**src/rtl/core/spd_pkg.sv**
```systemverilog
// Shared types, constants and helpers for the servo pulse decoder.
package spd_pkg;

    localparam int WIDTH_BITS = 16;
    localparam int FRAC_BITS  = 15;
    localparam int DIV_STEPS  = FRAC_BITS + 1;
    localparam int CNT_BITS   = $clog2(DIV_STEPS + 1);

    localparam logic signed [WIDTH_BITS-1:0] POS_MAX  = WIDTH_BITS'((1 << FRAC_BITS) - 1);
    localparam logic signed [WIDTH_BITS-1:0] POS_HALF = WIDTH_BITS'(1 << (FRAC_BITS - 1));

    localparam logic [1:0] CFG_START  = 2'd0;
    localparam logic [1:0] CFG_END    = 2'd1;
    localparam logic [1:0] CFG_MEDIAN = 2'd2;

    typedef enum logic [1:0] {
        ST_IDLE,
        ST_CHECK,
        ST_DIV,
        ST_FIN
    } t_state;

    typedef struct packed {
        logic                  done;
        logic                  rnd;
        logic [WIDTH_BITS-1:0] quo;
    } t_div_res;

    function automatic logic signed [WIDTH_BITS-1:0] med3(
        input logic signed [WIDTH_BITS-1:0] a,
        input logic signed [WIDTH_BITS-1:0] b,
        input logic signed [WIDTH_BITS-1:0] c
    );
        logic signed [WIDTH_BITS-1:0] lo_ab;
        logic signed [WIDTH_BITS-1:0] hi_ab;
        logic signed [WIDTH_BITS-1:0] lo_hc;
        lo_ab = (a < b) ? a : b;
        hi_ab = (a > b) ? a : b;
        lo_hc = (hi_ab < c) ? hi_ab : c;
        return (lo_ab > lo_hc) ? lo_ab : lo_hc;
    endfunction

endpackage

```
**src/rtl/core/spd_div.sv**
```systemverilog
// Restoring serial divider: quotient of (mag << FRAC_BITS) / span plus round bit.
module spd_div (
    input  logic                           i_clk,
    input  logic                           i_rst_n,
    input  logic                           i_start,
    input  logic [spd_pkg::WIDTH_BITS-1:0] i_mag,
    input  logic [spd_pkg::WIDTH_BITS-1:0] i_span,
    output spd_pkg::t_div_res              o_res
);
    import spd_pkg::*;

    logic                  r_busy, n_busy;
    logic                  r_done, n_done;
    logic                  r_rnd,  n_rnd;
    logic [CNT_BITS-1:0]   r_cnt,  n_cnt;
    logic [WIDTH_BITS:0]   r_rem,  n_rem;
    logic [WIDTH_BITS-1:0] r_quo,  n_quo;
    logic [WIDTH_BITS-1:0] r_span, n_span;

    logic [WIDTH_BITS:0]   trial;
    logic [WIDTH_BITS:0]   diff;
    logic                  ge;

    always_comb begin
        // first step compares the bare remainder, later steps shift it
        trial = (r_cnt == CNT_BITS'(DIV_STEPS)) ? r_rem : {r_rem[WIDTH_BITS-1:0], 1'b0};
        ge    = trial >= {1'b0, r_span};
        diff  = trial - {1'b0, r_span};

        n_busy = r_busy;
        n_done = 1'b0;
        n_rnd  = r_rnd;
        n_cnt  = r_cnt;
        n_rem  = r_rem;
        n_quo  = r_quo;
        n_span = r_span;

        if (i_start) begin
            n_busy = 1'b1;
            n_cnt  = CNT_BITS'(DIV_STEPS);
            n_rem  = {1'b0, i_mag};
            n_quo  = '0;
            n_span = i_span;
        end else if (r_busy) begin
            if (r_cnt == '0) begin
                // last pass: 2r >= span decides rounding
                n_rnd  = ge;
                n_done = 1'b1;
                n_busy = 1'b0;
            end else begin
                n_quo = {r_quo[WIDTH_BITS-2:0], ge};
                n_rem = ge ? diff : trial;
                n_cnt = r_cnt - CNT_BITS'(1);
            end
        end
    end

    always_ff @(posedge i_clk) begin
        if (!i_rst_n) begin
            r_busy <= 1'b0;
            r_done <= 1'b0;
            r_cnt  <= '0;
        end else begin
            r_busy <= n_busy;
            r_done <= n_done;
            r_cnt  <= n_cnt;
        end
        r_rnd  <= n_rnd;
        r_rem  <= n_rem;
        r_quo  <= n_quo;
        r_span <= n_span;
    end

    assign o_res.done = r_done;
    assign o_res.rnd  = r_rnd;
    assign o_res.quo  = r_quo;

endmodule

```
**src/rtl/core/servo_pulse_decoder_unit.sv**
```systemverilog
// Top level of the servo pulse decoder: window checks, sequencer and result register.
//
// Each input item is one measured pulse width in microseconds. The block takes one item
// at a time: after acceptance it runs the window checks (ST_CHECK), then the serial
// divider (ST_DIV: 16 quotient bits and one rounding compare, all on the same
// subtract-and-compare unit, with the done flag and quotient handed back through a
// register) and then updates the position (ST_FIN); only after that finishing step
// does the block return to idle and accept the next item. A rejected pulse skips the
// divider and goes from the window checks straight to the finishing step.
// The next item is accepted while the previous result still waits in the output register;
// the finishing step stalls only if that register is still full. Every input item yields
// exactly one result: tuser carries the accept flag, tdata the held Q1.15 position and
// the raw width echoed back. Configuration writes are always ready and should be made
// while the block is idle.
module servo_pulse_decoder_unit (
    input  logic        i_clk,
    input  logic        i_rst_n,
    // input stream
    input  logic        i_s_tvalid,
    output logic        o_s_tready,
    input  logic [15:0] i_s_tdata,   // [15:0] pulse_width_us
    // result stream
    output logic        o_m_tvalid,
    input  logic        i_m_tready,
    output logic [31:0] o_m_tdata,   // [15:0] position, [31:16] last_width_us
    output logic        o_m_tuser,   // [0] accepted
    // configuration writes
    input  logic        i_cfg_valid,
    output logic        o_cfg_ready,
    input  logic [1:0]  i_cfg_index,
    input  logic [15:0] i_cfg_data
);
    import spd_pkg::*;

    // configuration
    logic [WIDTH_BITS-1:0] r_start;
    logic [WIDTH_BITS-1:0] r_end;
    logic                  r_median;

    // sequencer
    t_state r_state, n_state;

    // item in flight
    logic [WIDTH_BITS-1:0]        r_width;
    logic                         r_ok;
    logic                         r_neg;
    logic signed [WIDTH_BITS-1:0] r_cand;

    // position state
    logic signed [WIDTH_BITS-1:0] r_held;
    logic signed [WIDTH_BITS-1:0] r_hist_new;
    logic signed [WIDTH_BITS-1:0] r_hist_old;

    // result register
    logic                  r_out_valid;
    logic                  r_out_acc;
    logic [WIDTH_BITS-1:0] r_out_pos;
    logic [WIDTH_BITS-1:0] r_out_width;

    // window checks
    logic                  span_ok;
    logic [WIDTH_BITS-1:0] span;
    logic [WIDTH_BITS-1:0] len;
    logic [WIDTH_BITS+2:0] len_x5;
    logic [WIDTH_BITS+2:0] span_x6;
    logic [WIDTH_BITS+2:0] w_x5;
    logic [WIDTH_BITS+2:0] s_x4;
    logic                  chk_ok;
    logic [WIDTH_BITS-1:0] len_eff;
    logic [WIDTH_BITS:0]   twice;
    logic                  chk_neg;
    logic [WIDTH_BITS:0]   mag_wide;

    // divider
    logic     div_start;
    t_div_res div_res;
    logic [WIDTH_BITS:0]          q_round;
    logic signed [WIDTH_BITS-1:0] cand;

    // finishing
    logic                         slot_free;
    logic                         fin_go;
    logic signed [WIDTH_BITS-1:0] new_pos;

    assign o_cfg_ready = 1'b1;
    assign o_s_tready  = (r_state == ST_IDLE);
    assign slot_free   = !r_out_valid || i_m_tready;

    always_comb begin
        span_ok = r_end > r_start;
        span    = r_end - r_start;
        len     = r_width - r_start;
        len_x5  = {1'b0, len, 2'b00} + {3'b000, len};
        span_x6 = {1'b0, span, 2'b00} + {2'b00, span, 1'b0};
        w_x5    = {1'b0, r_width, 2'b00} + {3'b000, r_width};
        s_x4    = {1'b0, r_start, 2'b00};

        chk_ok  = 1'b0;
        len_eff = '0;
        if (span_ok) begin
            if (r_width >= r_start) begin
                if (len <= span) begin
                    chk_ok  = 1'b1;
                    len_eff = len;
                end else if (len_x5 < span_x6) begin
                    // slightly long: clamp to full scale
                    chk_ok  = 1'b1;
                    len_eff = span;
                end
            end else if (w_x5 > s_x4) begin
                // slightly short: clamp to the window start (length zero)
                chk_ok = 1'b1;
            end
        end

        twice    = {len_eff, 1'b0};
        chk_neg  = twice < {1'b0, span};
        mag_wide = chk_neg ? ({1'b0, span} - twice) : (twice - {1'b0, span});
    end

    assign div_start = (r_state == ST_CHECK) && chk_ok;

    spd_div u_div (
        .i_clk   (i_clk),
        .i_rst_n (i_rst_n),
        .i_start (div_start),
        .i_mag   (mag_wide[WIDTH_BITS-1:0]),
        .i_span  (span),
        .o_res   (div_res)
    );

    // round, negate, saturate at the positive end
    always_comb begin
        q_round = {1'b0, div_res.quo} + {{WIDTH_BITS{1'b0}}, div_res.rnd};
        if (r_neg) begin
            cand = -$signed(q_round[WIDTH_BITS-1:0]);
        end else if (q_round > {1'b0, POS_MAX}) begin
            cand = POS_MAX;
        end else begin
            cand = $signed(q_round[WIDTH_BITS-1:0]);
        end
    end

    always_comb begin
        n_state = r_state;
        fin_go  = 1'b0;
        case (r_state)
            ST_IDLE: begin
                if (i_s_tvalid) begin
                    n_state = ST_CHECK;
                end
            end
            ST_CHECK: begin
                n_state = chk_ok ? ST_DIV : ST_FIN;
            end
            ST_DIV: begin
                if (div_res.done) begin
                    n_state = ST_FIN;
                end
            end
            ST_FIN: begin
                // hold until the result register can take the item
                if (slot_free) begin
                    fin_go  = 1'b1;
                    n_state = ST_IDLE;
                end
            end
            default: begin
                n_state = ST_IDLE;
            end
        endcase
    end

    assign new_pos = r_median ? med3(r_cand, r_hist_new, r_hist_old) : r_cand;

    always_ff @(posedge i_clk) begin
        if (!i_rst_n) begin
            r_state     <= ST_IDLE;
            r_start     <= 16'd1000;
            r_end       <= 16'd2000;
            r_median    <= 1'b0;
            r_held      <= '0;
            r_hist_new  <= POS_HALF;
            r_hist_old  <= POS_HALF;
            r_out_valid <= 1'b0;
            r_ok        <= 1'b0;
        end else begin
            r_state <= n_state;

            if (i_cfg_valid) begin
                case (i_cfg_index)
                    CFG_START:  r_start  <= i_cfg_data;
                    CFG_END:    r_end    <= i_cfg_data;
                    CFG_MEDIAN: r_median <= i_cfg_data[0];
                    default:    ;
                endcase
            end

            if (r_state == ST_CHECK) begin
                r_ok <= chk_ok;
            end

            if (fin_go) begin
                r_out_valid <= 1'b1;
                if (r_ok) begin
                    r_held <= new_pos;
                    if (r_median) begin
                        r_hist_old <= r_hist_new;
                        r_hist_new <= r_cand;
                    end
                end
            end else if (i_m_tready) begin
                r_out_valid <= 1'b0;
            end
        end

        // payload, no reset needed
        if (o_s_tready && i_s_tvalid) begin
            r_width <= i_s_tdata;
        end
        if (r_state == ST_CHECK) begin
            r_neg <= chk_neg;
        end
        if (r_state == ST_DIV && div_res.done) begin
            r_cand <= cand;
        end
        if (fin_go) begin
            r_out_acc   <= r_ok;
            r_out_pos   <= r_ok ? new_pos : r_held;
            r_out_width <= r_width;
        end
    end

    assign o_m_tvalid = r_out_valid;
    assign o_m_tuser  = r_out_acc;
    assign o_m_tdata  = {r_out_width, r_out_pos};

endmodule
```
**config.mk**
```make
export PLATFORM = sky130hd
export DESIGN_NAME = servo_pulse_decoder_unit
export DESIGN_NICKNAME = d
export VERILOG_FILES = /design/src/rtl/core/spd_pkg.sv /design/src/rtl/core/spd_div.sv /design/src/rtl/core/servo_pulse_decoder_unit.sv
export SDC_FILE = /design/constraint.sdc
export NUM_CORES = 1
export LEC_CHECK = 0
export BUFFER_PORTS_ARGS = -buffer_cell sky130_fd_sc_hd__buf_2
export CORE_MARGIN = 5
export CORE_UTILIZATION = 55
export CTS_CLUSTER_DIAMETER = 200
export DETAILED_ROUTE_END_ITERATION = 16
export PLACE_DENSITY = 0.73
export SLEW_MARGIN = 5
export SYNTH_ARGS = -nofsm -noshare
export SYNTH_HDL_FRONTEND = slang
export SYNTH_SLANG_ARGS = --single-unit
```
**constraint.sdc**
```tcl
create_clock -name i_clk -period 9.8 [get_ports i_clk]
set_input_delay 0.98 -clock i_clk [delete_from_list [all_inputs] [get_ports i_clk]]
set_output_delay 0.98 -clock i_clk [all_outputs]
set_load 0.05 [all_outputs]
```
==> results of run 1 <==
==> critical path: cells and delay by family (launching register included) <==
family,cells,cell delay (ps)
buffers and inverters,2,340
XOR/XNOR,2,370
flip-flops,1,430
adder cells (fa/ha/maj),4,1440
AO/OA/AOI/OAI,24,4680
AND/OR/NAND/NOR,7,1700
==> sequential cells by signal, indices dropped and copies added (netlist names) <==
signal	cells
u_div.r_rnd	1
r_out_width	16
u_div.r_span	16
r_neg	1
r_out_pos	16
r_ok	1
r_start	16
r_hist_old	16
r_width	16
u_div.r_cnt	5
r_median	1
r_state	2
r_end	16
r_hist_new	16
o_m_tuser	1
o_m_tvalid	1
r_cand	16
u_div.r_rem	17
u_div.r_quo	16
r_held	16
u_div.r_done	1
u_div.r_busy	1
==> cells in the final DEF (no fill, tap or decap), types with 15 or more instances in the layout <==
cell type,instances
nand2_1,304
ha_1,226
inv_1,149
a21oi_1,148
nor2_1,125
o21ai_0,116
dfxtp_1,109
edfxtp_1,99
xnor2_1,74
buf_2,73
nand3_1,62
a21o_1,58
nor3_1,57
a21boi_0,56
o21a_1,46
nor2b_1,42
xor2_1,32
buf_4,31
nand4_1,27
mux2i_1,27
clkbuf_16,25
o211ai_1,24
nand2b_1,20
or3_1,17
mux2_2,17
a41oi_1,17
or2_2,16
and2_1,15
a211oi_1,15
o21bai_1,15
==> metrics by stage <==
| step | power (W) | setup TNS, ps |
|---|---|---|
| after floorplan | 0.00448 | 0 |
| after global placement | 0.00535 | 0 |
| after detailed placement | 0.00544 | 0 |
| after CTS | 0.00634 | 0 |
| after global routing | 0.00695 | -3.48 |
| final | 0.00640 | 0 |
==> worst min-delay path by stage <==
stage / start / end / slack (ps) / cells past startpoint
final: r_start[11] / r_start[11] / 470 / 2
after global routing: r_start[13] / r_start[13] / 490 / 2
after CTS: r_start[11] / r_start[11] / 470 / 2
after detailed placement: r_start[11] / r_start[11] / 460 / 2
after global placement: r_start[10] / r_start[10] / 450 / 2
after floorplan: r_start[10] / r_start[10] / 440 / 2
==> layout make-up <==
type,count,area share
multi-input cells,1749,0.613
flip-flops and latches,208,0.262
clock buffers,38,0.0353
repair buffers,104,0.0304
inverters,152,0.0291
well taps,442,0.0281
clock inverters,8,0.00273
==> kinds of logic (layout without fill, tap and decap cells) <==
group,after synthesis,count (layout),synth area share
flops,208,208,0.284
fa+ha+maj,234,234,0.165
simple gates,751,751,0.196
xor+xnor,106,106,0.0512
buf+inv,243,302,0.0521
mux,45,45,0.0263
other cells,1,1,0.000207
compound gates,612,612,0.225
==> layer usage <==
metal  vias to the layer above  global-route usage
met4                         2               0.100
met3                       105              0.0327
met2                       448               0.445
met1                      7770               0.341
met5                         -                   0
li1                       7997                   -
==> power by group <==
part | switching [W] | internal (W) | total (W) | leakage, nW
registers | 0.0000909 | 0.00113 | 0.00122 | 1.79
logic | 0.00260 | 0.00171 | 0.00431 | 6.10
clock network | 0.000375 | 0.000492 | 0.000867 | 0.372
==> qor.csv, run 1 <==
metric,value,unit
CORE AREA,32500,µm²
Yosys top cell by area,edfxtp_1,
CP startpoint kind,flop,
CTS max path bufs,3,
Post-CTS Setup Inserts,0,
num ports,75,
Initial Util,0.557,
CP peak stage delay,550,ps
cell row count,66,
DR vias,16300,
Non-Filler Instances,2701,
worst r2r src,r_start[1],
VDD IR max,363,µV
Main synth FF type,dfxtp_1,
r2r worst-path depth,39,
max_cap viols,0,
ANT cells,0,
sequential standard cell area,5150,µm²
number of global-route vias before repair,15500,
post-route cell area,19700,µm²
first-pass GRT wire length,78700,µm
Synth Register Bits,208,
initial antenna violation count,1,
Routed Antenna Nets,0,
cts-stage hold buffer count,0,
CP Max Fanout,13,
Critical R2R Capture,u_div.r_rem[5],
fill count,2971,
final WL,49500,µm
DR iter-0 viols,1209,
"Net count, final",2513,
"Reg clk slew, reported paths",60,ps
met1 WL,21900,µm
Clock Root Buffer,clkbuf_16,
Top Layer Used,met5,
"top cells by count, synth","nand2_1 (304), ha_1 (226), inv_1 (149)",
required time worst endpoint,10060,ps
met2 WL,23100,µm
DP Area,18900,µm²
CTS sink count,208,
main area contributors after synthesis,"edfxtp_1 (16%), ha_1 (16%), dfxtp_1 (12%)",
placed cells,2655,
RD Place Congestion,0.923,
slowest CP cell,or4_1,
syn_nets,2473,
Post-route DRC,0,
PortBufs,73,
register area share after synthesis,0.284,
share of the synthesized area in the top cell type,0.164,
most frequent CP cell,a21oi_1,
Post-Route Skew,19.0,ps
Synth Instances,2200,
min-delay worst type,reg -> reg,
status,"finished, final reports clean",
post-route clock period utilization,0.946,
largest net degree at the start of global routing,105,
Max-Slew Margin vs Limit,0.205,
area occupied by multi-input gates,12100,µm²
CP endpoint,u_div.r_rem[5],
Post-synth ARST share,0,
CTS resizes,0,
die area,36700,µm²
endpoints failing setup,0,
First-pass DRT Iterations,6,
most common cell in the synthesized netlist,nand2_1,
Total GRT Usage,0.262,
final setup margin,534,ps
fmax,108,MHz
Critical Path Start,r_start[1],
Syn Area/Cell,8.24,µm²
Netlist cell types,87,
Worst Tran Pin Value,1180,ps
Post-synth EDFFs,99,
Die Ht,192,µm
Worst EP arrival,9530,ps
DP Worst Slack,402,ps
P&R area growth vs syn,8.63,%
post-DR wirelength/cell,18.3,µm
R2R Setup Slk,530,ps
TritonCTS clock tree,done,
htree depth,1,
vias per cell,6.04,
later-pin clock latency in the skew report,550,ps
min Tclk post-route,9270,ps
critical path class,reg -> reg,
share of cells above drive strength 1,0.0930,
die width,192,µm
Synth Cell Area,18100,µm²
cts bufs inserted,25,
Fin Hold WS,467,ps
Crit. End Element,flop,
metal3 WL,2510,µm
Slew Limit Fails,0,
synth warn,0,
post-layout util,0.605,
DP HPWL,37300,µm
PwrDens,325,nW/µm²
GR Overflow Total,0,
Hold Fails Final Rpt,0,
LEAKAGE,8.26,nW
Note: power is estimated with default switching activity, not from simulation.
==> run 2, diff against run 1 <==
- ABC_CLOCK_PERIOD_IN_PS: unset -> 9800
- CORE_UTILIZATION: 55 -> 38
- CTS_CLUSTER_SIZE: unset -> 8
- PLACE_DENSITY: 0.73 -> 0.55
==> run 2 against run 1 <==
  * Design area rose by 2.0%
  * Register-to-register slack improved by 40 ps
  * Sequential share of layout area fell by 0.51 points
  * Total power rose by 3.5%
  * Sequential power barely moved
  * Combinational power rose by 3%
  * First-iteration DRC count fell by 9.3%
  * Core utilization fell by 18 points
  * Cell count rose by 7.0%
==> qor.csv, run 2 (synthesized netlist as in run 1, its figures left out) <==
metric,value,unit
largest net degree at the start of global routing,105,
Fin Hold WS,466,ps
max FFs per register,17,
most frequent cells in the layout,"nand2_1 (304), ha_1 (226), inv_1 (149), a21oi_1 (148), nor2_1 (124)",
Max-Slew Margin vs Limit,0.168,
Post-route DRC,0,
"Reg clk slew, reported paths",60,ps
htree depth,1,
TritonCTS clock tree,done,
DR iter-0 viols,1097,
R2R Setup Slk,570,ps
Crit. End Element,flop,
vias per cell,5.57,
Clock Root Buffer,clkbuf_16,
setup TNS,0,ps
DP HPWL,40400,µm
VDD IR max,174,µV
Worst Tran Pin Value,1250,ps
cts-stage hold buffer count,0,
CP bufs+invs,1,
max_cap viols,0,
met3 Use GR,0.0245,
status,"finished, final reports clean",
final WL,53300,µm
number of global-route vias before repair,15500,
CP peak stage delay,540,ps
slowest CP cell,or4_1,
required time worst endpoint,10100,ps
endpoints failing setup,0,
Routed Antenna Nets,0,
later-pin clock latency in the skew report,600,ps
"commonest non-fill, non-tap cell in the layout",nand2_1,
RD Place Congestion,0.898,
Hold Fails Final Rpt,0,
CORE AREA,47400,µm²
CTS max path bufs,3,
fmax,108,MHz
GR Overflow Total,0,
min-delay worst type,reg -> reg,
num ports,75,
post-route clock period utilization,0.942,
CP Max Fanout,11,
cts bufs inserted,29,
min Tclk post-route,9230,ps
PwrDens,330,nW/µm²
first-pass GRT wire length,84600,µm
CTS sink count,208,
initial antenna violation count,0,
"Net count, final",2525,
P&R area growth vs syn,10.8,%
LEAKAGE,8.33,nW
First-pass DRT Iterations,5,
PortBufs,73,
RSZ-0062 raised after global routing,false,
critical path class,reg -> reg,
die width,228,µm
post-DR wirelength/cell,18.5,µm
met2 GRT Util,0.327,
gr busiest metal,met2,
DR vias,16100,
die area,52200,µm²
Post-Route Skew,28.3,ps
Top reg by flops,u_div.r_rem,
M1 GR Usage,0.264,
Worst EP arrival,9530,ps
Total GRT Usage,0.196,
ANT cells,0,
cell row count,80,
Slew Limit Fails,0,
Initial Util,0.382,
CP startpoint kind,flop,
Die Ht,228,µm
share of cells above drive strength 1,0.0954,
Top Family by Delay on Critical Path,compound AO/OA/AOI/OAI gates,
[run 2: cell count changes in the layout (fill, tap and decap cells not counted), sizes merged]
cell	before	now
clkinv	5	2
clkbuf	38	52
inv	155	151
buf	104	112
[run 2: area by class of cell]
type | instances | area (µm²)
timing repair buffer | 112 | 658
fill | 4825 | 27400
tap | 615 | 769
inverter | 152 | 576
clock inverter | 1 | 20.0
multi-input combinational | 1749 | 12100
sequential | 208 | 5160
clock buffer | 52 | 812
[run 2: metrics by stage]
step	setup slack (ps)	instances	total power, W	util	cell area [µm²]
CTS	225	2885	0.00653	0.422	20000
global route	21.2	2889	0.00721	0.423	20100
finish	570	2889	0.00663	0.423	20100
global placement	447	2832	0.00546	0.404	19200
floorplan	855	2200	0.00448	-	18100
detailed placement	292	2832	0.00552	0.404	19200
[run 2: where the power goes]
group | leakage (nW) | internal (W) | switching, W
Combinational | 6.14 | 0.00177 | 0.00266
Sequential | 1.79 | 0.00113 | 0.0000927
Clock | 0.394 | 0.000554 | 0.000414
Total | 8.33 | 0.00346 | 0.00317
[run 2: timing repair]
item / CTS / global route
setup buffers: 0 / 4
gates resized for setup: 0 / 12
setup endpoints to repair: 0 / 16
[run 2: worst reg2reg max path, delay by kind of cell, from the launching register on]
kind            cells  cell delay (ps)
compound gates     24             4830
simple gates        7             1700
fa+ha+maj           4             1450
flops               1              500
xor+xnor            2              320
buf+inv             1              150
[run 2: worst paths after layout]
path / start / end / depth (start not counted)
min reg2reg: r_start[13] / r_start[13] / 2
min: r_start[13] / r_start[13] / 2
max: r_width[1] / u_div.r_rem[5] / 38
max reg2reg: r_width[1] / u_div.r_rem[5] / 38
[run 2: layer usage]
metal,routed length (µm),part of all wire
met1,24900,0.47
met2,24500,0.46
met3,1990,0.037
met4,1930,0.036
met5,0,0
==> run 3, diff against run 2 <==
- CORE_UTILIZATION: 38 -> 59
- PLACE_DENSITY: 0.55 -> 0.78
==> run 3 against run 2 <==
  * Worst setup slack improved by 64 ps
  * Sequential share of layout area increased by 0.42 points
  * Fmax increased by 0.70%
  * Core utilization increased by 23 points
  * First-iteration DRC count increased by 27%
  * Design area decreased by 1.6%
  * Critical path depth unchanged
  * Register-to-register slack improved by 60 ps
  * Critical path type unchanged
  * Largest power group unchanged
==> qor.csv, run 3 (synthesized netlist as in run 1, its figures left out) <==
metric,value,unit
cell row count,64,
fmax,109,MHz
Switching Fraction,0.472,
CP peak stage delay,490,ps
LEAKAGE,8.31,nW
"Reg clk slew, reported paths",50,ps
cts bufs inserted,29,
Top reg by flops,u_div.r_rem,
CP startpoint kind,flop,
post-route clock period utilization,0.935,
Hold Fails Final Rpt,0,
status,"finished, final reports clean",
Sequential Power Share,0.187,
max FFs per register,17,
cts-stage hold buffer count,0,
endpoints failing setup,0,
min Tclk post-route,9170,ps
min-delay worst type,reg -> reg,
placed cells,2607,
DR iter-0 viols,1392,
max_cap viols,0,
combinational power share,0.673,
Max-Slew Margin vs Limit,0.134,
Non-Filler Instances,2662,
RSZ-0062 raised after global routing,false,
Clk network pwr share,0.140,
Total GRT Usage,0.280,
PortBufs,73,
Crit. End Element,flop,
critical path class,reg -> reg,
vias per cell,6.23,
first-pass GRT wire length,79500,µm
P&R area growth vs syn,9.01,%
initial antenna violation count,0,
DP HPWL,37200,µm
post-layout util,0.649,
CTS max path bufs,3,
htree depth,1,
Post-Route Skew,30.2,ps
GR Overflow Total,0,
DR vias,16600,
most frequent CP cell,a21o_1,
slowest CP cell,fa_1,
Worst Tran Pin Value,1300,ps
CP bufs+invs,1,
Initial Util,0.596,
Top Family by Delay on Critical Path,compound AO/OA/AOI/OAI gates,
num ports,75,
RD Place Congestion,0.968,
share of cells above drive strength 1,0.0931,
Worst EP arrival,9560,ps
die width,185,µm
Slew Limit Fails,0,
required time worst endpoint,10200,ps
die area,34300,µm²
largest net degree at the start of global routing,105,
First-pass DRT Iterations,5,
setup TNS,0,ps
ANT cells,0,
Net Switching,0.00309,W
Post-route DRC,0,
PwrDens,332,nW/µm²
number of global-route vias before repair,16000,
later-pin clock latency in the skew report,550,ps
Clock Root Buffer,clkbuf_16,
"Net count, final",2522,
CTS sink count,208,
post-DR wirelength/cell,18.7,µm
Die Ht,185,µm
VDD IR max,399,µV
final WL,49700,µm
CP Max Fanout,13,
"commonest non-fill, non-tap cell in the layout",nand2_1,
TritonCTS clock tree,done,
Routed Antenna Nets,0,
Int Pwr,0.00346,W
most frequent cells in the layout,"nand2_1 (304), ha_1 (226), inv_1 (149), a21oi_1 (147), nor2_1 (125)",
CORE AREA,30400,µm²
[run 3: changes by cell type in the layout (fill, tap and decap cells not counted), sizes merged]
cell	previous run	this run
buf	112	109
clkbuf	52	47
[run 3: final timing paths]
kind | startpoint | to | slack [ps] | cells past startpoint
worst max-delay path | r_start[1] | u_div.r_rem[10] | 630 | 38
worst min register to register | r_start[12] | r_start[12] | 470 | 2
worst min-delay path | r_start[12] | r_start[12] | 470 | 2
worst max register to register | r_start[1] | u_div.r_rem[10] | 630 | 38
[run 3: final cells by class]
type	instances	area, µm²
multi-input cells	1749	12100
fillers	2619	10700
flip-flops and latches	208	5160
clock buffers	47	793
repair buffers	109	648
inverters	152	576
well taps	396	495
clock inverters	1	8.76
[run 3: repair_timing]
| action | 4_1_cts | 5_1_grt |
|---|---|---|
| endpoints found under the hold margin | 0 | 0 |
| buffers inserted | 0 | 7 |
| resized for setup | 0 | 9 |
| endpoints found under the setup margin | 0 | 15 |
[run 3: metal layers]
metal	wire length, µm	up-vias	track usage
met3	3040	127	0.0357
li1	-	8029	-
met5	0	-	0
met4	1850	0	0.100
met1	20500	7834	0.352
met2	24300	581	0.493
[run 3: stage by stage]
stage | instance area, µm² | hold slack [ps] | total power, W | setup slack [ps]
global route | 19800 | 501 | 0.00709 | 16.5
detailed placement | 18900 | 459 | 0.00543 | 419
CTS | 19700 | 465 | 0.00638 | 379
finish | 19800 | 468 | 0.00656 | 634
floorplan | 18100 | 443 | 0.00448 | 855
global placement | 18900 | 452 | 0.00532 | 619
[run 3: worst min-delay path, delay by kind of cell (launching register included)]
kind / cells / cell delay [ps]
DFF: 1 / 300
AOI/OAI and AO/OA: 1 / 70
and+or+nand+nor: 1 / 50
[run 3: power by group through the flow]
stage | Sequential (W) | Combinational [W] | Clock, W
after floorplan | 0.00125 | 0.00324 | 0
after global placement | 0.00124 | 0.00408 | 0
after detailed placement | 0.00124 | 0.00419 | 0
after CTS | 0.00123 | 0.00423 | 0.000925
after global routing | 0.00124 | 0.00488 | 0.000971
final | 0.00123 | 0.00441 | 0.000918
